==> config.mk <==
export PLATFORM = sky130hd
export DESIGN_NAME = riscv_csr_unit_core
export DESIGN_NICKNAME = d
export VERILOG_FILES = /design/src/hw/rtl/rcsr_pkg.sv /design/src/hw/rtl/rcsr_mem.sv /design/src/hw/rtl/riscv_csr_unit_core.sv
export SDC_FILE = /design/constraint.sdc
export NUM_CORES = 2
export LEC_CHECK = 0
export BUFFER_PORTS_ARGS = -buffer_cell sky130_fd_sc_hd__buf_2
export CORE_MARGIN = 2
export CORE_UTILIZATION = 50
export CTS_BUF_LIST = sky130_fd_sc_hd__clkbuf_2
export DETAILED_ROUTE_END_ITERATION = 6
export HOLD_SLACK_MARGIN = 0.05
export PLACE_DENSITY = 0.71
export RECOVER_POWER = 100
export SETUP_SLACK_MARGIN = 0.5
export SYNTH_ARGS = -nofsm -noshare
export SYNTH_HDL_FRONTEND = slang
export SYNTH_HIERARCHICAL = 1
export SYNTH_SLANG_ARGS = --single-unit
==> constraint.sdc <==
create_clock -name clk -period 10.4 [get_ports clk]
set_input_delay 1.04 -clock clk [delete_from_list [all_inputs] [get_ports clk]]
set_output_delay 1.04 -clock clk [all_outputs]
set_load 0.01 [all_outputs]
==> src/hw/rtl/rcsr_pkg.sv <==
// Shared types, constants and decode functions of the RISC-V CSR unit.
package rcsr_pkg;

	localparam int CSR_COUNT = 40;
	localparam int IDX_W = $clog2(CSR_COUNT);

	localparam logic [31:0] MISA_RESET = 32'h4014_0101;

	localparam logic [IDX_W-1:0] IDX_STIMECMP  = IDX_W'(10);
	localparam logic [IDX_W-1:0] IDX_STIMECMPH = IDX_W'(11);
	localparam logic [IDX_W-1:0] IDX_SATP      = IDX_W'(12);
	localparam logic [IDX_W-1:0] IDX_MISA      = IDX_W'(14);
	localparam logic [IDX_W-1:0] IDX_CYCLE     = IDX_W'(29);
	localparam logic [IDX_W-1:0] IDX_TIME      = IDX_W'(30);
	localparam logic [IDX_W-1:0] IDX_CYCLEH    = IDX_W'(31);
	localparam logic [IDX_W-1:0] IDX_TIMEH     = IDX_W'(32);

	localparam logic [1:0] REQ_CSR   = 2'd0;
	localparam logic [1:0] REQ_CYCLE = 2'd1;
	localparam logic [1:0] REQ_TIME  = 2'd2;

	localparam logic [2:0] OP_RW  = 3'd0;
	localparam logic [2:0] OP_RS  = 3'd1;
	localparam logic [2:0] OP_RC  = 3'd2;
	localparam logic [2:0] OP_RWI = 3'd3;
	localparam logic [2:0] OP_RSI = 3'd4;
	localparam logic [2:0] OP_RCI = 3'd5;

	localparam logic [1:0] PRIV_RO = 2'b11;

	typedef struct packed {
		logic [1:0]  req_type;
		logic [2:0]  csr_op;
		logic [11:0] csr_addr;
		logic [4:0]  dest_reg;
		logic [4:0]  src_field;
		logic [31:0] src_value;
		logic [1:0]  priv_level;
		logic [31:0] host_ticks;
	} req_t;

	typedef struct packed {
		logic        illegal;
		logic        rd_write;
		logic [4:0]  rd_number;
		logic [31:0] rd_value;
		logic        tlb_flush;
		logic        timer_pending;
	} rsp_t;

	typedef struct packed {
		logic             en;
		logic [IDX_W-1:0] idx;
		logic [31:0]      data;
	} mem_wr_t;

	typedef struct packed {
		logic             hit;
		logic [IDX_W-1:0] idx;
	} lookup_t;

	typedef enum logic {
		ST_IDLE,
		ST_EXEC
	} state_t;

	function automatic lookup_t csr_lookup(input logic [11:0] num);
		lookup_t r;
		r.hit = 1'b1;
		r.idx = '0;
		case (num)
			12'h100: r.idx = IDX_W'(0);
			12'h104: r.idx = IDX_W'(1);
			12'h105: r.idx = IDX_W'(2);
			12'h106: r.idx = IDX_W'(3);
			12'h10A: r.idx = IDX_W'(4);
			12'h140: r.idx = IDX_W'(5);
			12'h141: r.idx = IDX_W'(6);
			12'h142: r.idx = IDX_W'(7);
			12'h143: r.idx = IDX_W'(8);
			12'h144: r.idx = IDX_W'(9);
			12'h14D: r.idx = IDX_W'(10);
			12'h15D: r.idx = IDX_W'(11);
			12'h180: r.idx = IDX_W'(12);
			12'h300: r.idx = IDX_W'(13);
			12'h301: r.idx = IDX_W'(14);
			12'h302: r.idx = IDX_W'(15);
			12'h303: r.idx = IDX_W'(16);
			12'h304: r.idx = IDX_W'(17);
			12'h305: r.idx = IDX_W'(18);
			12'h306: r.idx = IDX_W'(19);
			12'h310: r.idx = IDX_W'(20);
			12'h320: r.idx = IDX_W'(21);
			12'h340: r.idx = IDX_W'(22);
			12'h341: r.idx = IDX_W'(23);
			12'h342: r.idx = IDX_W'(24);
			12'h343: r.idx = IDX_W'(25);
			12'h344: r.idx = IDX_W'(26);
			12'h34A: r.idx = IDX_W'(27);
			12'h5A8: r.idx = IDX_W'(28);
			12'hC00: r.idx = IDX_W'(29);
			12'hC01: r.idx = IDX_W'(30);
			12'hC80: r.idx = IDX_W'(31);
			12'hC81: r.idx = IDX_W'(32);
			12'hF11: r.idx = IDX_W'(33);
			12'hF12: r.idx = IDX_W'(34);
			12'hF13: r.idx = IDX_W'(35);
			12'hF14: r.idx = IDX_W'(36);
			12'hF15: r.idx = IDX_W'(37);
			12'h30A: r.idx = IDX_W'(38);
			12'h31A: r.idx = IDX_W'(39);
			default: r.hit = 1'b0;
		endcase
		return r;
	endfunction

	function automatic logic [31:0] entry_init_value(input logic [IDX_W-1:0] idx);
		return (idx == IDX_MISA) ? MISA_RESET : 32'h0;
	endfunction

endpackage

==> src/hw/rtl/rcsr_mem.sv <==
// CSR storage: synchronous memory with per-entry valid bits over reset values.
module rcsr_mem (
	input  logic                        clk,
	input  logic                        arst_n,
	input  logic                        rd_en,
	input  logic [rcsr_pkg::IDX_W-1:0]  rd_idx,
	output logic [31:0]                 rd_data,
	input  rcsr_pkg::mem_wr_t           wr
);
	import rcsr_pkg::*;

	logic [31:0]          mem [CSR_COUNT];
	logic [CSR_COUNT-1:0] vld_q;
	logic [31:0]          raw_q;
	logic                 raw_vld_q;
	logic [IDX_W-1:0]     raw_idx_q;

	always_ff @(posedge clk) begin
		if (wr.en) begin
			mem[wr.idx] <= wr.data;
		end
		if (rd_en) begin
			raw_q     <= mem[rd_idx];
			raw_idx_q <= rd_idx;
		end
	end

	always_ff @(posedge clk or negedge arst_n) begin
		if (!arst_n) begin
			vld_q     <= '0;
			raw_vld_q <= 1'b0;
		end else begin
			if (wr.en) begin
				vld_q[wr.idx] <= 1'b1;
			end
			if (rd_en) begin
				raw_vld_q <= vld_q[rd_idx];
			end
		end
	end

	assign rd_data = raw_vld_q ? raw_q : entry_init_value(raw_idx_q);

endmodule

==> src/hw/rtl/riscv_csr_unit_core.sv <==
// Top level of the RISC-V CSR unit: request decode, read-modify-write and counters.
// A taken request is captured into the req_s1 registers; its result is then registered
// into the response register in the execute state. A new request is taken only in idle,
// after the last one has left execute; output back-pressure holds the unit in execute.
// Reset: counters, timer flag and entry valid bits clear at once; misa reads its
// reset value and all other CSRs read zero until written. time_scale resets to 1.
module riscv_csr_unit_core (
	input  logic            clk,
	input  logic            arst_n,
	input  logic            req_valid,
	output logic            req_ready,
	input  rcsr_pkg::req_t  req,
	output logic            rsp_valid,
	input  logic            rsp_ready,
	output rcsr_pkg::rsp_t  rsp,
	input  logic            cfg_valid,
	output logic            cfg_ready,
	input  logic [15:0]     cfg_data
);
	import rcsr_pkg::*;

	state_t           state_q, state_d;
	logic [15:0]      time_scale_q;
	logic [63:0]      cycle_q;
	logic [63:0]      time_q;
	logic [63:0]      stimecmp_q;
	logic             stimer_q;
	req_t             req_s1;
	logic             hit_s1;
	logic [IDX_W-1:0] idx_s1;
	logic [47:0]      prod_s1;
	logic             rsp_valid_q;
	rsp_t             rsp_q;

	logic        req_fire;
	logic        exec_fire;
	lookup_t     lk;
	logic [31:0] mem_rdata;
	mem_wr_t     mem_wr;

	logic        imm;
	logic        writes;
	logic        op_bad;
	logic        ill;
	logic [31:0] operand;
	logic [31:0] old_val;
	logic [31:0] new_val;
	logic [63:0] time_new;
	logic        flag_new;
	logic        csr_wr;
	rsp_t        rsp_d;

	assign req_fire  = req_valid && req_ready;
	assign lk        = csr_lookup(req.csr_addr);
	assign cfg_ready = 1'b1;

	rcsr_mem u_mem (
		.clk     (clk),
		.arst_n  (arst_n),
		.rd_en   (req_fire),
		.rd_idx  (lk.idx),
		.rd_data (mem_rdata),
		.wr      (mem_wr)
	);

	always_comb begin
		state_d = state_q;
		case (state_q)
			ST_IDLE: begin
				if (req_fire) begin
					state_d = ST_EXEC;
				end
			end
			ST_EXEC: begin
				if (exec_fire) begin
					state_d = ST_IDLE;
				end
			end
			default: state_d = ST_IDLE;
		endcase
	end

	always_comb begin
		req_ready = 1'b0;
		exec_fire = 1'b0;
		case (state_q)
			ST_IDLE: req_ready = 1'b1;
			ST_EXEC: exec_fire = !rsp_valid_q || rsp_ready;
			default: begin
				req_ready = 1'b0;
				exec_fire = 1'b0;
			end
		endcase
	end

	always_comb begin
		imm     = req_s1.csr_op inside {OP_RWI, OP_RSI, OP_RCI};
		op_bad  = !(req_s1.csr_op inside {[OP_RW:OP_RCI]});
		operand = imm ? {27'h0, req_s1.src_field} : req_s1.src_value;
		writes  = (req_s1.csr_op == OP_RW) || (req_s1.csr_op == OP_RWI)
			|| (req_s1.src_field != 5'd0);
		ill = !hit_s1 || op_bad
			|| (req_s1.priv_level < req_s1.csr_addr[9:8])
			|| (writes && (req_s1.csr_addr[11:10] == PRIV_RO));

		case (idx_s1)
			IDX_CYCLE:  old_val = cycle_q[31:0];
			IDX_CYCLEH: old_val = cycle_q[63:32];
			IDX_TIME:   old_val = time_q[31:0];
			IDX_TIMEH:  old_val = time_q[63:32];
			default:    old_val = mem_rdata;
		endcase

		case (req_s1.csr_op)
			OP_RS, OP_RSI: new_val = old_val | operand;
			OP_RC, OP_RCI: new_val = old_val & ~operand;
			default:       new_val = operand;
		endcase

		time_new = time_q + {16'h0, prod_s1};
		flag_new = (time_new > stimecmp_q) && (stimecmp_q != 64'h0);

		csr_wr = 1'b0;
		rsp_d  = '0;
		rsp_d.timer_pending = stimer_q;
		case (req_s1.req_type)
			REQ_CSR: begin
				rsp_d.illegal = ill;
				if (!ill) begin
					csr_wr          = writes;
					rsp_d.tlb_flush = writes && (idx_s1 == IDX_SATP);
					if (req_s1.dest_reg != 5'd0) begin
						rsp_d.rd_write  = 1'b1;
						rsp_d.rd_number = req_s1.dest_reg;
						rsp_d.rd_value  = old_val;
					end
				end
			end
			REQ_TIME: rsp_d.timer_pending = flag_new;
			default: rsp_d.illegal = 1'b0;
		endcase

		mem_wr.en   = exec_fire && csr_wr;
		mem_wr.idx  = idx_s1;
		mem_wr.data = new_val;
	end

	always_ff @(posedge clk) begin
		if (req_fire) begin
			req_s1  <= req;
			hit_s1  <= lk.hit;
			idx_s1  <= lk.idx;
			prod_s1 <= time_scale_q * req.host_ticks;
		end
		if (exec_fire) begin
			rsp_q <= rsp_d;
		end
	end

	always_ff @(posedge clk or negedge arst_n) begin
		if (!arst_n) begin
			state_q      <= ST_IDLE;
			time_scale_q <= 16'd1;
			cycle_q      <= '0;
			time_q       <= '0;
			stimecmp_q   <= '0;
			stimer_q     <= 1'b0;
			rsp_valid_q  <= 1'b0;
		end else begin
			state_q <= state_d;
			if (cfg_valid && cfg_ready) begin
				time_scale_q <= cfg_data;
			end
			if (exec_fire) begin
				rsp_valid_q <= 1'b1;
			end else if (rsp_ready) begin
				rsp_valid_q <= 1'b0;
			end
			if (exec_fire && (req_s1.req_type == REQ_CYCLE)) begin
				cycle_q <= cycle_q + 64'd1;
			end
			if (exec_fire && (req_s1.req_type == REQ_TIME)) begin
				time_q   <= time_new;
				stimer_q <= flag_new;
			end
			if (mem_wr.en && (idx_s1 == IDX_STIMECMP)) begin
				stimecmp_q[31:0] <= new_val;
			end
			if (mem_wr.en && (idx_s1 == IDX_STIMECMPH)) begin
				stimecmp_q[63:32] <= new_val;
			end
		end
	end

	assign rsp_valid = rsp_valid_q;
	assign rsp       = rsp_q;

`ifndef SYNTHESIS
	a_accept_to_exec: assert property (@(posedge clk) disable iff (!arst_n)
		req_fire |=> (state_q == ST_EXEC))
		else $error("accepted request did not enter execute");

	a_wr_only_on_fire: assert property (@(posedge clk) disable iff (!arst_n)
		mem_wr.en |-> (exec_fire && (req_s1.req_type == REQ_CSR) && !ill))
		else $error("CSR memory written outside a legal instruction");

	a_rd_fields_clean: assert property (@(posedge clk) disable iff (!arst_n)
		(rsp_valid && !rsp.rd_write) |-> ((rsp.rd_number == 5'd0) && (rsp.rd_value == 32'h0)))
		else $error("rd fields set without rd write");

	a_flush_not_illegal: assert property (@(posedge clk) disable iff (!arst_n)
		rsp_valid |-> !(rsp.tlb_flush && rsp.illegal))
		else $error("flush raised by illegal instruction");

	a_cycle_step: assert property (@(posedge clk) disable iff (!arst_n)
		(cycle_q != $past(cycle_q)) |-> (cycle_q == $past(cycle_q) + 64'd1))
		else $error("cycle counter jumped");
`endif

endmodule
### After elaboration in Yosys (flattened, before gate mapping)

Memory sizes are Yosys's and may differ from the RTL's. A register that Yosys moved wholly into a read port is not among the register bits.
Cells that the tools add are included.
Widths: inputs -> output; s select.

| storage, ports and cells | value |
|---|---|
| memories | 1 |
| output and inout bits | 44 |
| bits in registers | 409 |
| word-level logic and storage cells | 156 |
| memory bits (writable) | 1280 |

Memories:

| name | depth | bits a word | rd ports | clocked after memory_dff | write ports | RTL line | RTL |
|---|---|---|---|---|---|---|---|
| u_mem.mem | 40 | 32 | 1 | 1 | 1 | rcsr_mem.sv:12 | `logic [31:0] mem [CSR_COUNT];` |

| operators by class | value |
|---|---|
| magnitude comparators | 7 |
| muxes and demuxes | 24 |
| reduce and logical (&&, ||, !) cells | 32 |
| $add $sub $neg | 2 |
| $mul | 1 |
| bitwise logic cells | 7 |
| equality and inequality tests | 56 |

Operator list:

| operator | count |
|---|---|
| $pmux 6 s39 | 1 |
| $eq 12x10->1 const B | 17 |
| $eq 12x9->1 const B | 13 |
| $pmux 32 s4 | 1 |
| $eq 12x12->1 const B | 9 |
| $add 64x1->64 const B | 1 |
| $add 64x48->64 | 1 |
| $gt 64x64->1 | 1 |
| $mux 32 | 2 |
| $pmux 32 s2 | 1 |
| $reduce_bool 64->1 | 1 |
| $mul 16x32->48 | 1 |
| $or 40x40->40 | 1 |
| $reduce_or 40->1 | 1 |
| $mux 38 | 1 |
| $and 32x32->32 | 1 |
| $not 32->32 | 1 |
| $or 32x32->32 | 1 |
| $mux 31 | 1 |
| $eq 6x4->1 const B | 4 |
| $eq 6x5->1 const B | 3 |
| $lt 6x7->1 const B | 2 |
| $mux 1 | 14 |
| $eq 12x11->1 const B | 1 |
| other kinds (24) | 49 |

### Depth between registers and ports, before layout

| depth | value |
|---|---|
| word-level depth | 11 |
| gate-level depth with buffers | 25 |
| mapped depth without buffers | 24 |

### Hierarchy

Netlist, hierarchy kept.

Modules (own cells, without submodules):

| module | seq. area each (µm²) | area an instance (µm²) | times used | cells each |
|---|---|---|---|---|
| rcsr_mem | 40603.9 | 52392.7 | 1 | 2472 |
| riscv_csr_unit_core | 9755.6 | 35846.9 | 1 | 3853 |

### Least setup slack after synthesis

OpenSTA, ideal clock, no wires.

| timing | value |
|---|---|
| path kind | input -> register |
| from | input port req_valid |
| to | register u_mem.raw_vld_q |
| required time | 10294 ps |
| path slack | 1952 ps |
| arrival time | 8342 ps |
| library setup time | 106 ps |
| cell stages on the path | 3 |
| cell sequence | nor2b_1 > o2111ai_1 > o21ai_0 |

| between the ends | value |
|---|---|
| word-level cells in the longest chain between the ends | 1 |

Ends and longest elaborated chain:

| item | RTL line | RTL |
|---|---|---|
| start, declared | riscv_csr_unit_core.sv:10 | `input logic req_valid,` |
| $logic_and 1x1->1 | riscv_csr_unit_core.sv:53 | `assign req_fire = req_valid && req_ready;` |
| end signal, assigned | rcsr_mem.sv:37 | `raw_vld_q <= vld_q[rd_idx];` |
| end, declared | rcsr_mem.sv:15 | `logic raw_vld_q;` |

Every way passes these cells.
A chain may end at the register's enable or synchronous reset.

==> impl.org <==
** Die
- Row Count :: 154
- 158 I/O pins were placed.
- The core region is 176,000 sq um.
- Starting density of the core :: 50.2%
- Measured along the y axis, the die boundary spans 424 microns.
- Area enclosed by the die boundary :: 180,000 sq um
- The floorplan step set the die width to 424 microns.

** Route
- The detail route stage leaves a number of antenna-violating nets equal to 0.
- After detailed routing, the average wire length per cell comes to 24.9 microns.
- Total via count in the routed design :: 55,800
- WL final :: 237 mm
- Met3 wire len :: 20.8 mm
- Number of DRC violations after detailed-routing iteration 0 :: 5,475
- Wire length on met2 :: 114 mm
- Met1 WL :: 90.1 mm
- Vias per cell :: 5.85
- Detailed-route DRC error count :: 5
- Total iterations of the first detailed-routing run :: 7
- Uppermost routed layer :: met5

** Finish
- The library cells used most frequently in the layout, excluding fill and tap cells, are sky130_fd_sc_hd__edfxtp_1, sky130_fd_sc_hd__nand2_1, sky130_fd_sc_hd__clkbuf_2.
- Layout cell share with drive strength beyond 1 :: 16.9%
- Post-route cell area :: 96,900 sq um
- Final design utilization :: 55.1%
- Leaving out fill and tap cells, the most frequent cell in the layout is sky130_fd_sc_hd__edfxtp_1.
- Cell Count, Final, Fillers Out :: 9,541
- Final Net Count :: 7,652
- Syn-to-layout area delta :: 9.77%

** Pwr
- Summed over all cells, the static leakage comes to 36.6 nW.
- Overall power of the completed layout :: 28.2 mW
- Worst ir drop on vdd :: 0.657 mV
- In this run the power density over the cells is 291 nW/um^2.

** Logic synthesis
- After synthesis, the netlist uses 90 different library cells.
- Number of synthesis warnings :: 6
- For this run, the register share of the synthesized area comes to 57.1%.
- Syn avg cell area :: 14.0 sq um
- The synthesized design spends more area on one cell type than any other, namely sky130_fd_sc_hd__edfxtp_1.
- In this run the biggest area consumer among cell types represents 49.9% of the synthesized area.
- The synthesized design contains 1,467 enable-type register cells.
- Net count after synthesis :: 7,092
- After technology mapping, the gate count stands at 6,325.
- Combined area of all synthesized cells :: 88,200 sq um
- Counting flops and latches in the post-synthesis netlist gives 1,719.
- Main synth FF type :: sky130_fd_sc_hd__edfxtp_1
- Fraction of registers with async set or reset after synthesis :: 14.7%
- Sorting the synthesized cells by area gives the leading types as sky130_fd_sc_hd__edfxtp_1, sky130_fd_sc_hd__fa_1, sky130_fd_sc_hd__dfrtp_1, sky130_fd_sc_hd__mux4_2, sky130_fd_sc_hd__ha_1.

** CTS
- Root buffer cell :: sky130_fd_sc_hd__clkbuf_2
- Once the clock tree was built, the setup fixing pass inserted 0 buffers.
- In this run the number of H-tree levels came out at 5.
- Count of clock tree sinks :: 1,719
- TritonCTS created 427 clock buffers.
- The clock reaches the later pin of the worst-skew pair after 1.89 ns.
- Maximum root-to-sink buffer count :: 4
- After clock tree synthesis, the clock-pin slew on the worst setup and hold paths is 0.11 ns.
- TritonCTS built the clock tree.

** Outcome
- The final reports fail on DRC, capacitance limit, slew limit.
- Status :: finished, violations left

** Critical path
- Signal arrival time at the worst endpoint :: 9.78 ns
- In this run the critical register-to-register path is launched from idx_s1[0].
- The worst setup path is of the reg2reg kind.
- At the worst endpoint, the required time is 11.60 ns.
- CP endpoint kind :: flop
- Maximum fanout along the worst path :: 64
- STA classifies the critical path startpoint as a flop.
- Critical Path Source :: idx_s1[0]

** Job
- Max cap viols :: 105

** GRT
- Total global-route track usage :: 26.4%
- Global route overflow :: 0
- Initial antenna violation count :: 12
- Entering global routing, the biggest net connects 111 pins.
- Via count of the first global-routing pass :: 57,000
- The first global-routing pass estimated 354 mm of wire.

** Timing
- Final worst clock skew :: 0.199 ns
- Final count of hold timing violations :: 0
- For the pin with the worst max-slew slack, the measured transition is 6.36 ns.
- Hold timing on the final database bottoms out at a slack of 0.307 ns.
- The final-report max-slew violation count came to 3,898.
- Headroom to the max-slew limit came out at -324%.
- Setup TNS :: 0 ns
- Counting I/O delays and the setup requirement, the final critical path takes 8.58 ns.
- Worst path setup slack after routing :: 1.82 ns
- Tcrit/Tclk final :: 82.5%
- Final setup violation count :: 0
- Setup repair after global routing missed its margin :: no
- Fmax :: 117 MHz

** Worst hold path
- Tightest Hold Check Type :: in2reg
- In this run the most critical hold path is launched from req[0].

** Placed design
- The number of placed instances, taps included, is 8,627.
- Routability-driven placement finished with a final weighted congestion of 0.944.
- Standard cell area after detailed placement :: 92,200 sq um
- Prior to clock tree synthesis, the placed netlist has a worst setup slack of 2.79 ns.
- Port-buffer cells :: 156
- Total half-perimeter wirelength after legalization and detailed placement :: 153 mm
synthesized netlist by cell type (140+ instances only):
library cell	instances
sky130_fd_sc_hd__o21ai_0	196
sky130_fd_sc_hd__and2_1	263
sky130_fd_sc_hd__edfxtp_1	1467
sky130_fd_sc_hd__xnor2_1	140
sky130_fd_sc_hd__inv_1	538
sky130_fd_sc_hd__mux4_2	236
sky130_fd_sc_hd__fa_1	419
sky130_fd_sc_hd__a21oi_1	175
sky130_fd_sc_hd__nor2_1	174
sky130_fd_sc_hd__nand2_1	670
sky130_fd_sc_hd__dfrtp_1	251
sky130_fd_sc_hd__clkbuf_1	213
sky130_fd_sc_hd__mux2i_1	187
sky130_fd_sc_hd__ha_1	234
flip-flops by register name, summed over array words and instances, names as in the netlist:
signal and count:
time_q 64, stimer_q 1, hit_s1 1, time_scale_q 16, u_mem/raw_vld_q 1, state_q 1, req_s1 53, idx_s1 6
stimecmp_q 64, u_mem/mem 1280, rsp 41, u_mem/vld_q 40, u_mem/raw_idx_q 6, cycle_q 64, prod_s1 48, rsp_valid 1
u_mem/raw_q 32
cell type report:
| class | count | area, sq um |
|---|---|---|
| clock inverters | 116 | 513 |
| inverters | 539 | 2020 |
| multi-input cells | 3740 | 34800 |
| flip-flops and latches | 1719 | 50400 |
| fillers | 14400 | 78900 |
| well taps | 2340 | 2930 |
| repair buffers | 458 | 3110 |
| clock buffers | 614 | 3070 |
| diodes | 15 | 37.5 |
worst paths after layout:
path	endpoint	slack (ns)	cells after the start
max in group asynchronous	time_q[20]	2.40	5
setup reg to reg	u_mem/mem[22][30]	1.82	10
hold / removal	prod_s1[0]	0.31	3
setup / recovery	u_mem/mem[22][30]	1.82	10
min in group asynchronous	stimecmp_q[36]	2.41	4
hold reg to reg	u_mem/vld_q[21]	0.47	1
worst max-delay path: stages, from the launching register on:
cell	delay (ns)
sky130_fd_sc_hd__edfxtp_1	0.68
sky130_fd_sc_hd__nor2_1	0.28
sky130_fd_sc_hd__and4b_1	0.21
sky130_fd_sc_hd__clkbuf_1	1.12
sky130_fd_sc_hd__o21bai_2	0.31
sky130_fd_sc_hd__clkbuf_1	1.77
sky130_fd_sc_hd__o21ai_0	1.05
sky130_fd_sc_hd__nor3_1	0.37
sky130_fd_sc_hd__a21oi_1	0.12
sky130_fd_sc_hd__o221ai_4	0.17
sky130_fd_sc_hd__clkbuf_1	1.75
power breakdown:
| part | switching (mW) | internal [mW] |
|---|---|---|
| registers | 0.327 | 8.64 |
| clock network | 2.67 | 1.62 |
| logic | 8.95 | 6.02 |
| total | 11.9 | 16.3 |
what timing repair did:
item                      in CTS  in global routing
hold endpoints to repair     244                  0
resized for setup              0                  0
hold buffers                 169                  0
layer usage:
metal / global-route usage, % / vias to the layer above
li1: - / 24200
met1: 33.6 / 28200
met2: 42.9 / 2795
met3: 5.80 / 540
met4: 12.8 / 10
met5: 0 / -
logic make-up after synthesis:
logic type / count (synthesis) / synth area share [%]
simple gates: 1516 / 8.29
buf+inv: 866 / 4.11
mux: 516 / 9.42
other cells: 1 / 0.00425
xor+xnor: 191 / 1.90
flops: 1719 / 57.1
compound gates: 862 / 6.37
fa+ha+maj: 654 / 12.8
Note: power is estimated with default switching activity, not from simulation.
